`src/sv/c36_pkg.sv`:
```
package c36_pkg;

    localparam int INPUT_BITS_DEF = 10;
    localparam int DIGIT_W        = 6;
    localparam int CHAR_W         = 7;
    localparam int RADIX          = 36;

    localparam logic [DIGIT_W-1:0] DEC_DIGITS = DIGIT_W'(10);
    localparam logic [CHAR_W-1:0]  ASCII_ZERO = CHAR_W'(8'h30);
    localparam logic [CHAR_W-1:0]  ASCII_A    = CHAR_W'(8'h41);
    localparam logic [CHAR_W-1:0]  ASCII_NINE = CHAR_W'(8'h39);
    localparam logic [CHAR_W-1:0]  ASCII_Z    = CHAR_W'(8'h5A);

    typedef enum logic [2:0] {
        OP_NOP,
        OP_LOAD,
        OP_SQR,
        OP_CUBE,
        OP_MULR,
        OP_CORR,
        OP_EMIT
    } op_t;

    typedef enum logic [1:0] {
        WAIT_NONE,
        WAIT_IN,
        WAIT_OUT
    } wait_t;

    typedef enum logic [1:0] {
        COND_ALWAYS,
        COND_Q_NZ,
        COND_MORE
    } cond_t;

    localparam int STEP_W = 3;
    typedef logic [STEP_W-1:0] step_t;

    localparam step_t ST_LOAD = 3'd0;
    localparam step_t ST_SQR  = 3'd1;
    localparam step_t ST_CUBE = 3'd2;
    localparam step_t ST_MULR = 3'd3;
    localparam step_t ST_CORR = 3'd4;
    localparam step_t ST_EMIT = 3'd5;

    typedef struct packed {
        wait_t waitc;
        op_t   op;
        cond_t cond;
        step_t tgt_t;
        step_t tgt_f;
    } uword_t;

    typedef struct packed {
        op_t  op;
        logic go;
        logic in_ready;
    } ctl_t;

    typedef struct packed {
        logic in_valid;
        logic out_free;
        logic q_nz;
        logic more;
    } stat_t;

    // Microcode store. A step waits on its wait condition, then runs its
    // datapath operation and branches on its condition.
    function automatic uword_t ucode(input step_t s);
        uword_t w;
        begin
            case (s)
                ST_LOAD: w = '{WAIT_IN,   OP_LOAD, COND_ALWAYS, ST_SQR,  ST_SQR};
                ST_SQR:  w = '{WAIT_NONE, OP_SQR,  COND_ALWAYS, ST_CUBE, ST_CUBE};
                ST_CUBE: w = '{WAIT_NONE, OP_CUBE, COND_ALWAYS, ST_MULR, ST_MULR};
                ST_MULR: w = '{WAIT_NONE, OP_MULR, COND_ALWAYS, ST_CORR, ST_CORR};
                ST_CORR: w = '{WAIT_NONE, OP_CORR, COND_Q_NZ,   ST_MULR, ST_EMIT};
                ST_EMIT: w = '{WAIT_OUT,  OP_EMIT, COND_MORE,   ST_EMIT, ST_LOAD};
                default: w = '{WAIT_NONE, OP_NOP,  COND_ALWAYS, ST_LOAD, ST_LOAD};
            endcase
            return w;
        end
    endfunction

    // Number of base-36 digits needed for the largest cube of a given input width.
    function automatic int max_digits(input int bits);
        longint m;
        longint p;
        int     d;
        begin
            m = ((longint'(1) << bits) - 1);
            m = m * m * m;
            p = RADIX;
            d = 1;
            while (p <= m) begin
                p = p * RADIX;
                d = d + 1;
            end
            return d;
        end
    endfunction

    function automatic logic [CHAR_W-1:0] digit_to_ascii(input logic [DIGIT_W-1:0] d);
        begin
            if (d < DEC_DIGITS) begin
                return ASCII_ZERO + CHAR_W'(d);
            end else begin
                return ASCII_A + CHAR_W'(d - DEC_DIGITS);
            end
        end
    endfunction

endpackage

```
`src/sv/c36_seq.sv`:
```
module c36_seq (
    input  logic            aclk,
    input  logic            aresetn,
    input  c36_pkg::stat_t  stat,
    output c36_pkg::ctl_t   ctl
);
    import c36_pkg::*;

    step_t  step_reg;
    step_t  step_next;
    uword_t uw;
    logic   go;
    logic   cond_hit;

    always_comb begin
        uw = ucode(step_reg);

        case (uw.waitc)
            WAIT_IN:  go = stat.in_valid;
            WAIT_OUT: go = stat.out_free;
            default:  go = 1'b1;
        endcase

        case (uw.cond)
            COND_Q_NZ: cond_hit = stat.q_nz;
            COND_MORE: cond_hit = stat.more;
            default:   cond_hit = 1'b1;
        endcase

        if (go) begin
            step_next = cond_hit ? uw.tgt_t : uw.tgt_f;
        end else begin
            step_next = step_reg;
        end

        ctl.op       = uw.op;
        ctl.go       = go;
        ctl.in_ready = (uw.waitc == WAIT_IN);
    end

    always_ff @(posedge aclk) begin
        if (!aresetn) begin
            step_reg <= ST_LOAD;
        end else begin
            step_reg <= step_next;
        end
    end

endmodule

```
`config.mk`:
```
export PLATFORM = sky130hd
export DESIGN_NAME = c36_seq
export DESIGN_NICKNAME = d
export VERILOG_FILES = /design/src/sv/c36_pkg.sv /design/src/sv/c36_seq.sv
export SDC_FILE = /design/constraint.sdc
export NUM_CORES = 1
export LEC_CHECK = 0
export BUFFER_PORTS_ARGS = -buffer_cell sky130_fd_sc_hd__buf_2
export CORE_AREA = 10 10 47 49
export CTS_CLUSTER_SIZE = 30
export DETAILED_ROUTE_END_ITERATION = 12
export DIE_AREA = 0 0 57 59
export SYNTH_ARGS = -nofsm -noshare
export SYNTH_HDL_FRONTEND = slang
export SYNTH_SLANG_ARGS = --single-unit
```
`constraint.sdc`:
```
create_clock -name aclk -period 5 [get_ports aclk]
set_input_delay 0.5 -clock aclk [delete_from_list [all_inputs] [get_ports aclk]]
set_output_delay 0.5 -clock aclk [all_outputs]
set_load 0.02 [all_outputs]
```
# [After elaboration in Yosys (flattened, before gate mapping)]
# Cells that the tools add are included.
[totals] ff_bits=3 wordCells=15 inputBits=6 output_inout_bits=5
[classes] n_reduce_logical=1 eq_ne=9 n_mux=4
[op_table] cell="$pmux W13 S6" n=1
[op_table] cell="$eq A3 B2 Y1 const B" n=2
[op_table] cell="$eq A3 B3 Y1 const B" n=2
[op_table] cell="$eq A2 B1 Y1 const B" n=2
[op_table] cell="$eq A2 B2 Y1 const B" n=2
[op_table] cell="$pmux W1 S2" n=2
[op_table] cell="$eq A3 B1 Y1 const B" n=1
[op_table] cell="$logic_not A3 Y1" n=1
[op_table] cell="$mux W3" n=1

# [Logic depth before layout (Yosys ltp)]
# Gate-level depths: netlist of the first run.
[depth] ltp_word=5 mapped_depth=8 mapped_depth_nobuf=7

# [Least setup slack after synthesis of the first run]
# No wires, ideal clock.
[synth_path] path_kind="register to output" startpoint="register step_reg[0]" endpoint="output ctl[3] in the netlist's numbering" n_path_buf=1 path_slack_ns=3.111 required_time_ns=4.500 t_arrival_ns=1.389 stages_incl_launch_ff=6 path_cell_list="dfxtp_1 clkbuf_1 nand2b_1 ha_1 a21oi_1 mux2_2"
[synth_lines] item="start: declaration" line="c36_seq.sv:9" source="step_t step_reg;"
[synth_lines] item="start signal: assignment" line="c36_seq.sv:45" source="step_reg <= step_next;"
[synth_lines] item="end: declaration" line="c36_seq.sv:5" source="output c36_pkg::ctl_t ctl"

==> flow_summary.toml, run 1 <==
[yosys]
synth_common_cells = "inv_1 (5), o21ai_0 (5), dfxtp_1 (3), ha_1 (3), nand2_1 (3)"
yosysSeqAreaShare = 0.178
syn_inst = 43
synth_top_family_by_area = "simple AND/OR/NAND/NOR gates"
syn_area_per_cell_um2 = 7.86
synth.area.mux_share = 0.0333
ys_seq_elements = 3
syn_nets = 52
synth_area_um2 = 338
synth.area.top_cells = "dfxtp_1 (18%), ha_1 (11%), o21ai_0 (7.4%), buf_6 (6.7%), inv_1 (5.6%)"
synth-compound-area-share = 0.215
synth_edf_count = 0
yosysUniqueCellTypes = 23
ys.flop_type = "dfxtp_1"
yosys.area_share.xor_xnor = 0
synthAdderAreaFrac = 0.111
yosysTopAreaCellShare = 0.178
synth-warning-count = 0
synthArstFlopShare = 0
yosys.area_share.simple = 0.307
yosys.area.top_type = "dfxtp_1"

[floorplanning]
rows = 14
pin_count = 11
die_w_um = 57
initial_core_util = 0.241
coreArea_um2 = 1400
die_h_um = 59
die_area_um2 = 3360

[global_routing]
gr-usage-all-layers = 0.0556
antenna_found_initial = 0
gr-total-overflow = 0
grt_pass1_vias = 336
grt_max_degree = 14
grt_pass1_wl_um = 1420

[power_and_ir_drop]
power.total_uw = 107
power_density_nw_per_um2 = 267
ir_drop_mv = 0.0703
p_leak_nw = 0.184

[placement]
dp_hpwl_um = 658
port_buffers = 10
dp_cells = 65
place_congestion = 0.776

[critical_path]
r2r_cells = 7
crit_path_end_kind = "output port"
arrival_ns = 1.94
r2r_start = "step_reg[1]"
r2r_setup_slack_ns = 2.94
startpoint = "step_reg[1]"
crit-reg2reg-capture = "step_reg[2]"
cp_top_family = "flip-flops"
crit_required_ns = 4.50
endpoint = "ctl[3]"
cpPeakStageDelay_ns = 0.51
crit_type = "reg -> out"
cp_cell_sequence = "and2b_2 > nand2b_1 > ha_1 > a21oi_1 > mux2_2 > buf_2"
cp_max_fo = 10
cp.depth = 6
cp-start-kind = "flip-flop"
cp_slowest_cell = "dfxtp_1"
crit_buf_inv = 1

[timing]
min_period_ns = 2.44
tightestPinTransition_ns = 0.462
rsz0062_at_grt = "false"
relSlewSlack = 0.689
fin_worst_skew_ns = 0.00109
setup_viol = 0
clock.fmax_mhz = 409
period_share = 0.489
finalHoldViolCount = 0
final_max_slew_viol_count = 0
fin_tns_setup_ns = 0

[cts]
path_clk_slew_ns = 0.04
clock_path_buffers = 2
root_buffer = "clkbuf_4"
clkSinkCount = 3
post_cts_resized = 0
clock_latency_ns = 0.23
post_cts_buffers = 0
cts_max_level = 1
cts_buffers = 3
cts_tree = "done"
hold_buffers = 0

[finish]
ff_latch_area_um2 = 60.1
fillers = 184
drive_above_1_share = 0.321
num_antenna_cells = 0
multi_input_area_um2 = 225
nNetsFinal = 63
largest_reg_flops = 3
layout.cells.non_filler = 69
areaGrowthSynthToFinish_pct = 18.5

[drt]
drtPass1Iterations = 1
drc = 0
routedWlPerCell_um = 11.8
drtAntennaViolNets = 0
via_per_inst = 4.78
postRouteWirelength_um = 814
drtIter0Drc = 0
dr_total_vias = 330

[min_path]
hp-class = "in -> reg"

[flow_run]
maxCapViolCount = 0

[status]
status = "complete, no violations"
## layout by cell type (no fill, tap or decap)
cell type  synthesis  final
nor3b_1            1      1
a22o_1             1      1
nand3b_1           1      1
a31oi_1            2      2
o211ai_1           1      1
o21ai_0            5      5
nor3b_4            1      1
nand2_1            3      3
nor3_1             1      1
nand2b_1           2      2
or4b_1             1      1
and2b_2            2      2
dfxtp_1            3      3
clkbuf_4           0      3
inv_1              5      5
nor2_1             2      2
nor4_1             1      1
mux2_2             1      1
clkbuf_1           1      1
buf_2              0     10
a311oi_1           1      1
ha_1               3      3
a21oi_1            2      2
## per-layer routing
metal  wire length, um  track usage  up-vias
met5                 0            0        -
li1                  -            -      170
met1               338       0.0506      151
met2               425       0.0899        7
met4                29       0.0604        0
met3                20       0.0215        2
## logic make-up after synthesis
logic type | Yosys count
multiplexers | 1
adder cells (fa/ha/maj) | 3
AO/OA/AOI/OAI | 12
flip-flops | 3
AND/OR/NAND/NOR | 15
buffers and inverters | 9
## how the worst min path moves through the flow
stage	slack [ns]	from	endpoint	depth (start not counted)
after floorplan	0.53	step_reg[0]	step_reg[2]	2
after global placement	0.66	step_reg[0]	step_reg[1]	2
after detailed placement	0.67	step_reg[0]	step_reg[1]	2
after CTS	0.53	aresetn	step_reg[2]	3
after global routing	0.53	aresetn	step_reg[2]	3
final	0.53	aresetn	step_reg[2]	3
## worst reg2reg max path: stages (launching register included)
cell and delay (ns):
dfxtp_1 0.51, and2b_2 0.29, nand2_1 0.11, inv_1 0.06
ha_1 0.19, a22o_1 0.24, or4b_1 0.47, a31oi_1 0.13
## report_power, final
part	internal (mW)	switching, mW	total, mW
Sequential	0.0263	0.00623	0.0325
Clock	0.0299	0.0126	0.0425
Combinational	0.0138	0.0183	0.0321
## cell type report
cell class,instances,share of cell area
Multi-Input combinational cell,31,0.563
Timing Repair Buffer,10,0.125
Tap cell,16,0.0500
Clock buffer,4,0.0656
Inverter,5,0.0469
Sequential cell,3,0.150
## through the flow
stage / hold WS, ns / setup slack, ns / util / area, um2
final: 0.530 / 2.56 / 0.286 / 400
after global routing: 0.527 / 2.42 / 0.286 / 400
after CTS: 0.527 / 2.54 / 0.286 / 400
after detailed placement: 0.667 / 2.79 / 0.267 / 374
after global placement: 0.660 / 2.85 / 0.267 / 374
after floorplan: 0.533 / 3.11 / - / 338
Note: power is estimated with default switching activity, not from simulation.
==> run 2: changes to the inputs <==
Settings changed: ABC_AREA set to 1.
Clock period 5 ns to 2.3 ns, I/O delays scaled along.
==> flow_summary.toml, run 2 <==
[drt]
drtPass1Iterations = 4
postRouteWirelength_um = 858
dr_total_vias = 378
drc = 0
via_per_inst = 4.25
drtIter0Drc = 7
routedWlPerCell_um = 9.64
drtAntennaViolNets = 0

[cts]
clkSinkCount = 3
post_cts_resized = 0
path_clk_slew_ns = 0.04
hold_buffers = 0
root_buffer = "clkbuf_4"
clock_path_buffers = 2
post_cts_buffers = 0
cts_tree = "done"
cts_buffers = 3
clock_latency_ns = 0.23
cts_max_level = 1

[yosys]
synthAdderAreaFrac = 0.102
synth_most_common_cell = "nand2_1"
syn_area_per_cell_um2 = 6.05
synth.area.mux_share = 0
yosysTopAreaCellShare = 0.203
syn_nets = 70
yosysSeqAreaShare = 0.163
yosys.area_share.simple = 0.488
synth-warning-count = 0
syn_inst = 61
yosysUniqueCellTypes = 18
yosys.area.top_type = "nand2_1"
synth_area_um2 = 369
ys.flop_type = "dfxtp_1"
synth_common_cells = "nand2_1 (20), inv_1 (7), nor2_1 (4), o21ai_0 (4)"
synth_top_family_by_area = "simple AND/OR/NAND/NOR gates"
ys_seq_elements = 3
synth-compound-area-share = 0.115
synth.area.top_cells = "nand2_1 (20%), dfxtp_1 (16%), ha_1 (10%), inv_1 (7.1%), nor2_4 (6.1%)"
synthArstFlopShare = 0
synth_edf_count = 0
yosys.area_share.xor_xnor = 0

[critical_path]
crit_top_cell = "nand2_1"
cpPeakStageDelay_ns = 0.36
crit_required_ns = 2.07
cp_slowest_cell = "dfxtp_1"
cp-start-kind = "flip-flop"
arrival_ns = 1.72
crit_path_end_kind = "output port"
cp_max_fo = 7
cp_cell_sequence = "nor2_2 > nand2_1 > ha_1 > nand2_1 > a21boi_0 > buf_2"
crit_type = "reg -> out"

[status]
status = "complete, no violations"

[floorplanning]
initial_core_util = 0.263
die_w_um = 57
rows = 14
die_area_um2 = 3360
coreArea_um2 = 1400
die_h_um = 59
pin_count = 11

[power_and_ir_drop]
ir_drop_mv = 0.234
p_leak_nw = 0.238
power_density_nw_per_um2 = 637

[global_routing]
gr-total-overflow = 0
grt_pass1_vias = 385
grt_max_degree = 10
gr-usage-all-layers = 0.0558
antenna_found_initial = 0
grt_pass1_wl_um = 1550

[finish]
areaGrowthSynthToFinish_pct = 22.0
num_antenna_cells = 0
layout_commonest_cell = "nand2_1"
largest_reg_flops = 3
drive_above_1_share = 0.329
fillers = 154
nNetsFinal = 83
final_cell_mix = "nand2_1 (20), buf_2 (10), inv_1 (7)"

[timing]
setup_viol = 0
period_share = 0.847
tightestPinTransition_ns = 0.299
finalHoldViolCount = 0
fin_worst_skew_ns = 0.00426
relSlewSlack = 0.800
rsz0062_at_grt = "false"
fin_tns_setup_ns = 0
min_period_ns = 1.95
final_max_slew_viol_count = 0
clock.fmax_mhz = 514
timing.final.ws_setup_ns = 0.353

[placement]
place_congestion = 0.879
port_buffers = 10
dp_hpwl_um = 727
pre_cts_ws_ns = 0.583

[flow_run]
maxCapViolCount = 0

[min_path]
hp-class = "in -> reg"
run 2: changes by cell type in the layout (fill, tap and decap cells not counted), sizes merged, moves of 3 or more:
| cell | before | now |
|---|---|---|
| nor2 | 2 | 9 |
| nand2 | 3 | 23 |
| inv | 5 | 9 |
| nand3 | 0 | 3 |
run 2: final cells by class:
type                       instances  area (um2)  share of cell area
tap                               16        20.0              0.0444
multi-input combinational         47         260               0.578
clock buffer                       4        26.3              0.0583
timing repair buffer              10        50.0               0.111
sequential                         3        60.1               0.133
inverter                           9        33.8              0.0750
run 2: cells by family after synthesis:
| family | Yosys count |
|---|---|
| simple gates | 36 |
| buf+inv | 11 |
| compound gates | 8 |
| fa+ha+maj | 3 |
| flops | 3 |
run 2: worst paths after layout:
path,depth (start not counted),from,endpoint,slack (ns)
worst max-delay path,6,step_reg[0],ctl[3],0.35
worst min-delay path,3,aresetn,step_reg[2],0.26
worst max register to register,7,step_reg[0],step_reg[0],0.64
worst min register to register,4,step_reg[1],step_reg[2],0.66
run 2: layer usage:
layer / vias up / track usage / share of wire
met5: - / 0 / 0
met4: 0 / 0.0403 / 0
met3: 0 / 0.0300 / 0.093
met2: 10 / 0.0822 / 0.45
met1: 158 / 0.0595 / 0.46
li1: 210 / - / -
run 2: metrics by stage:
step	instance area (um2)	hold slack, ns	power, mW	utilization	cells
5_1_grt	450	0.268	0.314	0.321	89
3_5_place_dp	424	0.503	0.199	0.303	85
6_report	450	0.263	0.287	0.321	89
3_3_place_gp	424	0.495	0.199	0.303	85
2_1_floorplan	369	0.353	0.167	-	61
4_1_cts	450	0.264	0.291	0.321	89
run 2: power breakdown:
group / total [mW] / leakage [nW] / internal, mW / switching [mW]
sequential: 0.0704 / 0.0246 / 0.0590 / 0.0114
combinational: 0.126 / 0.199 / 0.0438 / 0.0820
clock: 0.0906 / 0.0150 / 0.0649 / 0.0257
total: 0.287 / 0.238 / 0.168 / 0.119
run 2: worst max-delay path: cells and delay by family (launching register included):
kind | cells | cell delay, ns
and+or+nand+nor | 3 | 0.54
DFF | 1 | 0.36
adders and majority gates | 1 | 0.24
buffers and inverters | 1 | 0.19
AOI/OAI and AO/OA | 1 | 0.17
==> run 3: changes to the inputs <==
Clock period 2.3 ns to 1.8 ns, I/O delays scaled along.
==> flow_summary.toml, run 3 (synthesis gave the netlist of run 2 again) <==
[global_routing]
gr-usage-all-layers = 0.0592
grt_max_degree = 10
gr-total-overflow = 0
grtUsageMet3 = 0.0343
antenna_found_initial = 0
grt_pass1_vias = 382
use_met2 = 0.0837
grt_pass1_wl_um = 1610
top_usage_layer = "met2"
use_met1 = 0.0689

[critical_path]
crit_path_end_kind = "output port"
cp_top_family = "flip-flops"
crit_required_ns = 1.62
crit-reg2reg-capture = "step_reg[2]"
r2r_start = "step_reg[1]"
cp_cell_sequence = "nand3_2 > ha_1 > inv_1 > nand2_2 > o21ai_0 > buf_2"
cp_max_fo = 9
cp_slowest_cell = "dfxtp_2"
crit_type = "reg -> out"
crit_buf_inv = 2
cpPeakStageDelay_ns = 0.41
arrival_ns = 1.49
r2r_cells = 11
cp-start-kind = "flip-flop"
r2r_setup_slack_ns = 0.33

[finish]
design_area_um2 = 463
fillers = 157
areaGrowthSynthToFinish_pct = 25.4
drive_above_1_share = 0.365
largest_reg_flops = 3
final_cell_mix = "nand2_1 (20), buf_2 (9), inv_1 (7)"
num_antenna_cells = 0
final_core_util = 0.330
layout_commonest_cell = "nand2_1"
layout.cells.non_filler = 90
nNetsFinal = 84

[floorplanning]
pin_count = 11
die_area_um2 = 3360
rows = 14
die_w_um = 57
initial_core_util = 0.263
die_h_um = 59
coreArea_um2 = 1400

[timing]
relSlewSlack = 0.863
period_share = 0.929
fin_worst_skew_ns = 0.00472
holdWs_ns = 0.187
rsz0062_at_grt = "false"
tightestPinTransition_ns = 0.205
final_max_slew_viol_count = 0
setup_viol = 0
fin_tns_setup_ns = 0
finalHoldViolCount = 0
min_period_ns = 1.67
clock.fmax_mhz = 598

[min_path]
holdPathStages = 3
min-delay-start = "aresetn"
hp-class = "in -> reg"
hold_end = "step_reg[2]"

[cts]
cts_max_level = 1
hold_buffers = 0
cts_tree = "done"
clock_latency_ns = 0.24
root_buffer = "clkbuf_4"
clock_path_buffers = 2
path_clk_slew_ns = 0.04
cts_buffers = 3
clkSinkCount = 3

[drt]
drtAntennaViolNets = 0
drtPass1Iterations = 4
drtIter0Drc = 3
drc = 0
postRouteWirelength_um = 869
dr_total_vias = 388
via_per_inst = 4.31
routedWlPerCell_um = 9.66

[placement]
placed_area_um2 = 432
place_congestion = 0.801
port_buffers = 10
dp_cells = 86
dp_hpwl_um = 730

[flow_run]
maxCapViolCount = 0

[status]
status = "complete, no violations"

[power_and_ir_drop]
ir_drop_mv = 0.364
power_density_nw_per_um2 = 847
p_leak_nw = 0.245
[run 3: cell count changes in the layout (fill, tap and decap cells not counted)]
cell,change
a21boi_0,-1
a21boi_1,+1
buf_2,-1
buf_4,+2
dfxtp_1,-2
dfxtp_2,+2
[run 3: cell type report]
cell class              count  area (um2)  share of cell area
well taps                  16        20.0              0.0432
inverters                   9        33.8              0.0730
multi-input cells          47         260               0.562
flip-flops and latches      3        62.6               0.135
clock buffers               4        26.3              0.0568
repair buffers             11        60.1               0.130
[run 3: metrics by stage]
step / total power [mW] / worst slack (ns)
after CTS: 0.393 / 0.0341
after floorplan: 0.214 / 0.102
after detailed placement: 0.262 / 0.258
after global placement: 0.260 / 0.243
final: 0.392 / 0.129
after global routing: 0.427 / 0.0166
[run 3: power by group]
group	switching (mW)	total (mW)	internal (mW)
Sequential	0.0155	0.0919	0.0764
Clock	0.0442	0.128	0.0837
Combinational	0.105	0.172	0.0674
Total	0.165	0.392	0.227
[run 3: worst max-delay path by stage]
| stage | startpoint | to | slack, ns | cells past startpoint |
|---|---|---|---|---|
| floorplan | step_reg[0] | ctl[3] | 0.10 | 5 |
| finish | step_reg[2] | ctl[2] | 0.13 | 6 |
| CTS | step_reg[0] | ctl[3] | 0.03 | 5 |
| global placement | step_reg[2] | ctl[3] | 0.24 | 5 |
| detailed placement | step_reg[2] | ctl[3] | 0.26 | 5 |
| global route | step_reg[1] | ctl[2] | 0.02 | 7 |
[run 3: worst reg2reg max path, delay by kind of cell, from the launching register on]
| kind | cells | cell delay (ns) |
|---|---|---|
| flops | 1 | 0.42 |
| buf+inv | 3 | 0.18 |
| simple gates | 6 | 0.51 |
| compound gates | 1 | 0.11 |
| fa+ha+maj | 1 | 0.19 |
[run 3: repair_timing]
item                       in CTS  in global routing
setup endpoints to repair       1                  2
setup buffers                   0                  0
resized for setup               1                  3
[run 3: per-layer routing]
| metal | vias up | share of wire |
|---|---|---|
| li1 | 215 | - |
| met3 | 2 | 0.066 |
| met4 | 0 | 0.015 |
| met2 | 9 | 0.41 |
| met1 | 162 | 0.51 |
| met5 | - | 0 |
